**config.mk**
```make
export PLATFORM = sky130hd
export DESIGN_NAME = int64_divide_modulo
export DESIGN_NICKNAME = d
export VERILOG_FILES = /design/src/design/idm_pkg.sv /design/src/design/idm_datapath.sv /design/src/design/idm_control.sv /design/src/design/int64_divide_modulo.sv
export SDC_FILE = /design/constraint.sdc
export NUM_CORES = 1
export LEC_CHECK = 0
export ABC_CLOCK_PERIOD_IN_PS = 10800
export BUFFER_PORTS_ARGS = -buffer_cell sky130_fd_sc_hd__buf_2
export CORE_MARGIN = 4
export CORE_UTILIZATION = 50
export DETAILED_ROUTE_END_ITERATION = 8
export PLACE_DENSITY = 0.78
export SYNTH_ARGS = -nofsm -noshare
export SYNTH_HDL_FRONTEND = slang
export SYNTH_HIERARCHICAL = 1
export SYNTH_SLANG_ARGS = --single-unit
```
**constraint.sdc**
```tcl
create_clock -name clock -period 10.8 [get_ports clock]
set_clock_uncertainty 0.2 [all_clocks]
set_input_delay 0.54 -clock clock [delete_from_list [all_inputs] [get_ports clock]]
set_output_delay 0.54 -clock clock [all_outputs]
set_load 0.02 [all_outputs]
```
**src/design/idm_pkg.sv**
```systemverilog
// Shared types and constants for the 64-bit integer divide and modulo block.
`timescale 1ns / 1ps

package idm_pkg;

   localparam int DATA_W    = 64;
   localparam int DIV_STEPS = DATA_W;
   localparam int CNT_W     = $clog2(DIV_STEPS);

   // command codes
   localparam logic [1:0] CMD_SQUO = 2'd0;
   localparam logic [1:0] CMD_SREM = 2'd1;
   localparam logic [1:0] CMD_UQUO = 2'd2;
   localparam logic [1:0] CMD_UREM = 2'd3;

   typedef struct packed {
      logic [1:0]        command;
      logic [DATA_W-1:0] dividend;
      logic [DATA_W-1:0] divisor;
   } idm_req_type;

   typedef struct packed {
      logic [DATA_W-1:0] result;
      logic              divide_by_zero;
   } idm_rsp_type;

   typedef enum logic [2:0] {
      ST_IDLE,
      ST_NEG_A,
      ST_NEG_B,
      ST_DIV,
      ST_FIX,
      ST_RESP
   } idm_state_type;

   typedef enum logic [2:0] {
      OP_NONE,
      OP_NEG_A,
      OP_NEG_B,
      OP_STEP,
      OP_FIX
   } idm_op_type;

   typedef struct packed {
      logic       load;
      idm_op_type op;
   } idm_ctl_type;

endpackage

```
**src/design/idm_datapath.sv**
```systemverilog
// Operand registers and the shared subtractor of the restoring divider.
`timescale 1ns / 1ps

module idm_datapath (
   input  logic                 clock,
   input  idm_pkg::idm_ctl_type ctl,
   input  idm_pkg::idm_req_type req_data,
   output idm_pkg::idm_rsp_type rsp_data
);

   localparam int W = idm_pkg::DATA_W;

   logic [1:0]   cmd_ff, cmd_in;
   logic [W-1:0] nq_ff, nq_in;   // dividend bits out at the top, quotient bits in at the bottom
   logic [W-1:0] d_ff, d_in;
   logic [W-1:0] r_ff, r_in;
   logic [W-1:0] res_ff, res_in;
   logic         na_ff, na_in;
   logic         nb_ff, nb_in;
   logic         dz_ff, dz_in;

   logic         req_signed;
   logic [W-1:0] rsh;
   logic [W-1:0] sub_x, sub_y;
   logic [W:0]   diff;
   logic         take;
   logic         is_quo;
   logic         fix_neg;
   logic [W-1:0] sel;

   assign req_signed = req_data.command inside {idm_pkg::CMD_SQUO, idm_pkg::CMD_SREM};
   assign is_quo     = cmd_ff inside {idm_pkg::CMD_SQUO, idm_pkg::CMD_UQUO};
   assign sel        = is_quo ? nq_ff : r_ff;
   assign fix_neg    = is_quo ? (na_ff ^ nb_ff) : na_ff;
   assign rsh        = {r_ff[W-2:0], nq_ff[W-1]};

   // one subtractor serves negation, the division steps and the sign fixup
   always_comb begin
      sub_x = '0;
      sub_y = '0;
      case (ctl.op)
         idm_pkg::OP_NEG_A: begin
            sub_y = nq_ff;
         end
         idm_pkg::OP_NEG_B: begin
            sub_y = d_ff;
         end
         idm_pkg::OP_STEP: begin
            sub_x = rsh;
            sub_y = d_ff;
         end
         idm_pkg::OP_FIX: begin
            sub_y = sel;
         end
         default: begin
            sub_x = '0;
            sub_y = '0;
         end
      endcase
   end

   assign diff = {1'b0, sub_x} - {1'b0, sub_y};
   // bit shifted out of r counts as 2^64, so it always fits
   assign take = r_ff[W-1] | ~diff[W];

   always_comb begin
      cmd_in = cmd_ff;
      nq_in  = nq_ff;
      d_in   = d_ff;
      r_in   = r_ff;
      res_in = res_ff;
      na_in  = na_ff;
      nb_in  = nb_ff;
      dz_in  = dz_ff;
      if (ctl.load) begin
         cmd_in = req_data.command;
         nq_in  = req_data.dividend;
         d_in   = req_data.divisor;
         r_in   = '0;
         na_in  = req_signed & req_data.dividend[W-1];
         nb_in  = req_signed & req_data.divisor[W-1];
         dz_in  = (req_data.divisor == '0);
      end else begin
         case (ctl.op)
            idm_pkg::OP_NEG_A: begin
               if (na_ff) nq_in = diff[W-1:0];
            end
            idm_pkg::OP_NEG_B: begin
               if (nb_ff) d_in = diff[W-1:0];
            end
            idm_pkg::OP_STEP: begin
               r_in  = take ? diff[W-1:0] : rsh;
               nq_in = {nq_ff[W-2:0], take};
            end
            idm_pkg::OP_FIX: begin
               if (dz_ff) res_in = '0;
               else       res_in = fix_neg ? diff[W-1:0] : sel;
            end
            default: begin
               res_in = res_ff;
            end
         endcase
      end
   end

   always_ff @(posedge clock) begin
      cmd_ff <= cmd_in;
      nq_ff  <= nq_in;
      d_ff   <= d_in;
      r_ff   <= r_in;
      res_ff <= res_in;
      na_ff  <= na_in;
      nb_ff  <= nb_in;
      dz_ff  <= dz_in;
   end

   assign rsp_data.result         = res_ff;
   assign rsp_data.divide_by_zero = dz_ff;

endmodule

```
**src/design/idm_control.sv**
```systemverilog
// Sequencer: operand negation, 64 division steps, sign fixup and handshakes.
`timescale 1ns / 1ps

module idm_control (
   input  logic                 clock,
   input  logic                 reset,
   input  logic                 req_valid,
   output logic                 req_ready,
   output logic                 rsp_valid,
   input  logic                 rsp_ready,
   output idm_pkg::idm_ctl_type ctl
);

   localparam int CW = idm_pkg::CNT_W;
   localparam logic [CW-1:0] LAST_STEP = CW'(idm_pkg::DIV_STEPS - 1);

   idm_pkg::idm_state_type state_ff, state_in;
   logic [CW-1:0]          cnt_ff, cnt_in;

   always_comb begin
      state_in = state_ff;
      case (state_ff)
         idm_pkg::ST_IDLE:  if (req_valid) state_in = idm_pkg::ST_NEG_A;
         idm_pkg::ST_NEG_A: state_in = idm_pkg::ST_NEG_B;
         idm_pkg::ST_NEG_B: state_in = idm_pkg::ST_DIV;
         idm_pkg::ST_DIV:   if (cnt_ff == LAST_STEP) state_in = idm_pkg::ST_FIX;
         idm_pkg::ST_FIX:   state_in = idm_pkg::ST_RESP;
         idm_pkg::ST_RESP:  if (rsp_ready) state_in = idm_pkg::ST_IDLE;
         default:           state_in = idm_pkg::ST_IDLE;
      endcase
   end

   always_comb begin
      req_ready = 1'b0;
      rsp_valid = 1'b0;
      ctl.load  = 1'b0;
      ctl.op    = idm_pkg::OP_NONE;
      case (state_ff)
         idm_pkg::ST_IDLE: begin
            req_ready = 1'b1;
            ctl.load  = req_valid;
         end
         idm_pkg::ST_NEG_A: ctl.op = idm_pkg::OP_NEG_A;
         idm_pkg::ST_NEG_B: ctl.op = idm_pkg::OP_NEG_B;
         idm_pkg::ST_DIV:   ctl.op = idm_pkg::OP_STEP;
         idm_pkg::ST_FIX:   ctl.op = idm_pkg::OP_FIX;
         idm_pkg::ST_RESP:  rsp_valid = 1'b1;
         default:           ctl.op = idm_pkg::OP_NONE;
      endcase
   end

   assign cnt_in = (state_ff == idm_pkg::ST_DIV) ? cnt_ff + 1'b1 : '0;

   always_ff @(posedge clock) begin
      if (reset) begin
         state_ff <= idm_pkg::ST_IDLE;
         cnt_ff   <= '0;
      end else begin
         state_ff <= state_in;
         cnt_ff   <= cnt_in;
      end
   end

endmodule

```
**src/design/int64_divide_modulo.sv**
```systemverilog
// Top level of the 64-bit signed/unsigned integer divide and modulo block.
// After item acceptance the sequencer runs the NEG_A and NEG_B negation states,
// 64 restoring steps on the shared subtractor and the fixup state, then presents the registered result.
// Items are not overlapped; req_ready is low until the result is taken.
// Reset (synchronous, active high) returns the sequencer to idle; data registers keep their value.
`timescale 1ns / 1ps

module int64_divide_modulo (
   input  logic                 clock,
   input  logic                 reset,
   input  logic                 req_valid,
   output logic                 req_ready,
   input  idm_pkg::idm_req_type req_data,
   output logic                 rsp_valid,
   input  logic                 rsp_ready,
   output idm_pkg::idm_rsp_type rsp_data
);

   idm_pkg::idm_ctl_type ctl;

   idm_control u_control (
      .clock     (clock),
      .reset     (reset),
      .req_valid (req_valid),
      .req_ready (req_ready),
      .rsp_valid (rsp_valid),
      .rsp_ready (rsp_ready),
      .ctl       (ctl)
   );

   idm_datapath u_datapath (
      .clock    (clock),
      .ctl      (ctl),
      .req_data (req_data),
      .rsp_data (rsp_data)
   );

endmodule

```
==> impl_metrics.csv <==
group,metric,value,unit
timing,fin_setup_tns,0,ns
finish,multiInputGateArea,10470,µm²
worst_setup_path,path_cells,"nor2b_4, buf_4, inv_1, nor2_4, buf_4, and2_1, ha_1, a21o_1, o21bai_1, a311oi_1, o21ai_0, nor3b_1, o21a_2, buf_4, nor2_1, a211oi_1, nor3_1",
yosys,synth-seq-area-share,39.82,%
global_routing,grt_pass1_wl,88090,µm
clock_network,cts_buffers,31,
timing,max_clock_freq,134.1,MHz
finish,mostFrequentLayoutCells,"nor2_1, buf_2, edfxtp_1",
floorplan,dieArea,40040,µm²
timing,fin_crit,7.459,ns
finish,ff_latch_area,7347,µm²
placed_design,hpwlAfterDp,39020,µm
worst_setup_path,critical_path.max_fanout,89,
detailed_routing,drc,0,
worst_setup_path,slowest_delay,0.87,ns
detailed_routing,drtPass1Iterations,6,
pwr,p_per_area,168.8,nW/µm²
detailed_routing,via_per_inst,6.326,
finish,antennaDiodeCount,0,
clock_network,clkTransAtPathRegs,0.07,ns
floorplan,pin_count,201,
worst_setup_path,cp.arrival,7.67,ns
yosys,yosys_warnings,6,
yosys,synth_cells,2084,
finish,final_nets,2380,
detailed_routing,antenna_left,0,
detailed_routing,drt-wirelength-per-cell,21.28,µm
floorplan,dieWidth,200.1,µm
placed_design,portBuffers,200,
timing,finalCritPeriodShare,69.07,%
timing,finalHoldViolCount,0,
floorplan,rows,70,
job,drv_cap,0,
clock_network,htreeDepth,1,
floorplan,die_h,200.1,µm
global_routing,grt_remaining_overflow,0,
timing,grt_setup_unrepaired,"no",
yosys,synth.distinct_cells,76,
yosys,synth-edff-count,196,
timing,drv_slew,0,
global_routing,first_global_vias,16370,
worst_setup_path,cp-start-kind,"flip-flop",
yosys,ys_ff_latch,269,
timing,slew_headroom,21.72,%
yosys,syn_nets,2284,
timing,setup_viol,0,
finish,final_common_cell,"nor2_1",
yosys,synth_flop_cell,"edfxtp_1",
detailed_routing,dr_total_vias,16900,
global_routing,met3_usage,3.558,%
finish,postLayoutCellArea,20780,µm²
worst_setup_path,cp_top_family,"compound AO/OA/AOI/OAI gates",
clock_network,cts_num_sinks,269,
detailed_routing,drtIter0Drc,1532,
finish,stdcell_count,2672,
worst_setup_path,critPathRequiredTime,11.01,ns
yosys,syn_area,18450,µm²
clock_network,post_cts_buffers,0,
global_routing,grt_use_total,27.13,%
floorplan,core,36520,µm²
worst_setup_path,cp-end-kind,"flip-flop",
placed_design,placed_area,19630,µm²
detailed_routing,routed_wl,56850,µm
hold_path,hold_class,"input port to flip-flop",
clock_network,ctsResizeCount,0,
clock_network,clock-root-buffer,"clkbuf_16",
worst_setup_path,worstPathBufferInverterCount,4,
pwr,vdd_ir_drop_max,130.9,µV
finish,n_fill_cell,3205,
placed_design,place_inst,2613,
yosys,async_flop_share,0,%
pwr,power_leakage,0.008216,µW
global_routing,grt_busiest_layer,"met2",
clock_network,cts_tree,"yes",
floorplan,start_util,50.51,%
placed_design,place_congestion,0.9667,
worst_setup_path,slowest_stage,"nor2b_4",
global_routing,grt_max_degree,108,
timing,worstMarginPinSlew,1.171,ns
finish,drive_gt1_share,16.47,%
finish,area_delta_synth_final,12.64,%
clock_network,cts.path.max_buffers,3,
worst_setup_path,crit_top_cell,"buf_4",
clock_network,clock_latency,0.57,ns
yosys,synth.avg_cell_area,8.853,µm²
global_routing,antenna_found_initial,0,
global_routing,use_met2,45.58,%
worst_setup_path,crit_type,"flip-flop to flip-flop",
timing,whs,0.04924,ns
run_status,outcome,"finished, final reports clean",
global_routing,gr-usage-met1,36.20,%
==> per-stage QoR <==
stage | utilization (%) | power (µW) | setup WS, ns
after detailed placement | 53.75 | 2319 | 3.530
after floorplan | - | 2049 | 5.706
final | 56.90 | 3508 | 3.341
after global placement | 53.75 | 2292 | 3.700
after global routing | 56.90 | 3672 | 2.941
after CTS | 56.90 | 3504 | 3.491
==> cells in the mapped netlist (3+ instances only) <==
cell / number / area (µm²)
o22ai_1: 3 / 18.77
edfxtp_1: 196 / 5886
o22a_1: 37 / 324.1
and3_1: 4 / 25.02
xnor2_1: 30 / 262.8
or3_1: 7 / 43.79
buf_6: 3 / 33.78
nor3b_1: 7 / 52.55
a21o_1: 39 / 292.8
ha_1: 65 / 813.3
clkbuf_1: 127 / 476.7
a31oi_1: 8 / 50.05
xor2_1: 35 / 306.5
inv_1: 18 / 67.56
nor4_1: 21 / 131.4
o21ai_1: 7 / 35.03
o21a_1: 8 / 60.06
dfxtp_1: 73 / 1461
nor2_1: 292 / 1096
buf_1: 15 / 56.30
buf_2: 14 / 70.07
mux2_2: 62 / 698.2
nor4b_1: 3 / 26.28
and2_1: 71 / 444.2
o21ai_0: 145 / 725.7
nand2b_1: 14 / 87.58
a221o_1: 6 / 60.06
nand2_1: 186 / 698.2
nor2b_1: 17 / 106.4
nor3_1: 27 / 135.1
mux2i_1: 105 / 1051
nand3_1: 11 / 55.05
or2_2: 3 / 18.77
o211ai_1: 14 / 105.1
o31ai_1: 8 / 60.06
a211oi_1: 54 / 405.4
a22oi_1: 64 / 480.5
o21bai_1: 14 / 105.1
nand4_1: 30 / 187.7
a21oi_1: 191 / 955.9
==> cell families after synthesis <==
family / synth area share (%)
xor+xnor: 3.086
mux: 9.481
compound gates: 21.86
flops: 39.82
buf+inv: 3.900
simple gates: 17.33
fa+ha+maj: 4.517
==> flip-flops by register name, indices dropped and copies added, names as in the netlist <==
| name | cells |
|---|---|
| u_control/cnt_ff | 6 |
| u_control/state_ff | 3 |
| u_datapath/cmd_ff | 1 |
| u_datapath/d_ff | 64 |
| u_datapath/dz_ff | 1 |
| u_datapath/na_ff | 1 |
| u_datapath/nb_ff | 1 |
| u_datapath/nq_ff | 64 |
| u_datapath/r_ff | 64 |
| u_datapath/res_ff | 64 |
==> area by class of cell <==
| class | instances | share of cell area, % |
|---|---|---|
| sequential | 269 | 35.35 |
| clock buffer | 33 | 3.769 |
| clock inverter | 24 | 1.662 |
| timing repair buffer | 224 | 5.708 |
| inverter | 18 | 0.3251 |
| tap | 468 | 2.818 |
| multi-input combinational | 1636 | 50.36 |
==> layer usage <==
layer,up-vias,share of wire (%)
met5,-,0
met4,0,3.5
met3,139,7.1
met2,787,48
met1,8115,42
li1,7861,-
==> timing repair <==
item / 4_1_cts / 5_1_grt
hold buffers: 2 / 0
endpoints found under the setup margin: 0 / 0
endpoints found under the hold margin: 3 / 0
==> tightest hold or removal path: cells and delay by family <==
family,cells,cell delay (ns)
compound gates,1,0.06
simple gates,1,0.04
buf+inv,1,0.07
==> report_power, final <==
| part | total [µW] | switching [µW] | internal [µW] | leakage [µW] |
|---|---|---|---|---|
| clock network | 1180 | 459 | 720 | 0.000553 |
| logic | 978 | 619 | 359 | 0.00525 |
| registers | 1350 | 80.7 | 1270 | 0.00241 |
| total | 3510 | 1160 | 2350 | 0.00822 |
==> final timing paths <==
check,startpoint,endpoint,slack (ns),cells after the start
hold reg to reg,u_control/cnt_ff[0],u_control/cnt_ff[0],0.27,1
setup reg to reg,u_control/state_ff[1],u_datapath/r_ff[24],3.34,17
hold / removal,req_data[79],u_datapath/nq_ff[15],0.05,3
setup / recovery,u_control/state_ff[1],u_datapath/r_ff[24],3.34,17
(Power assumes the default switching activity.)
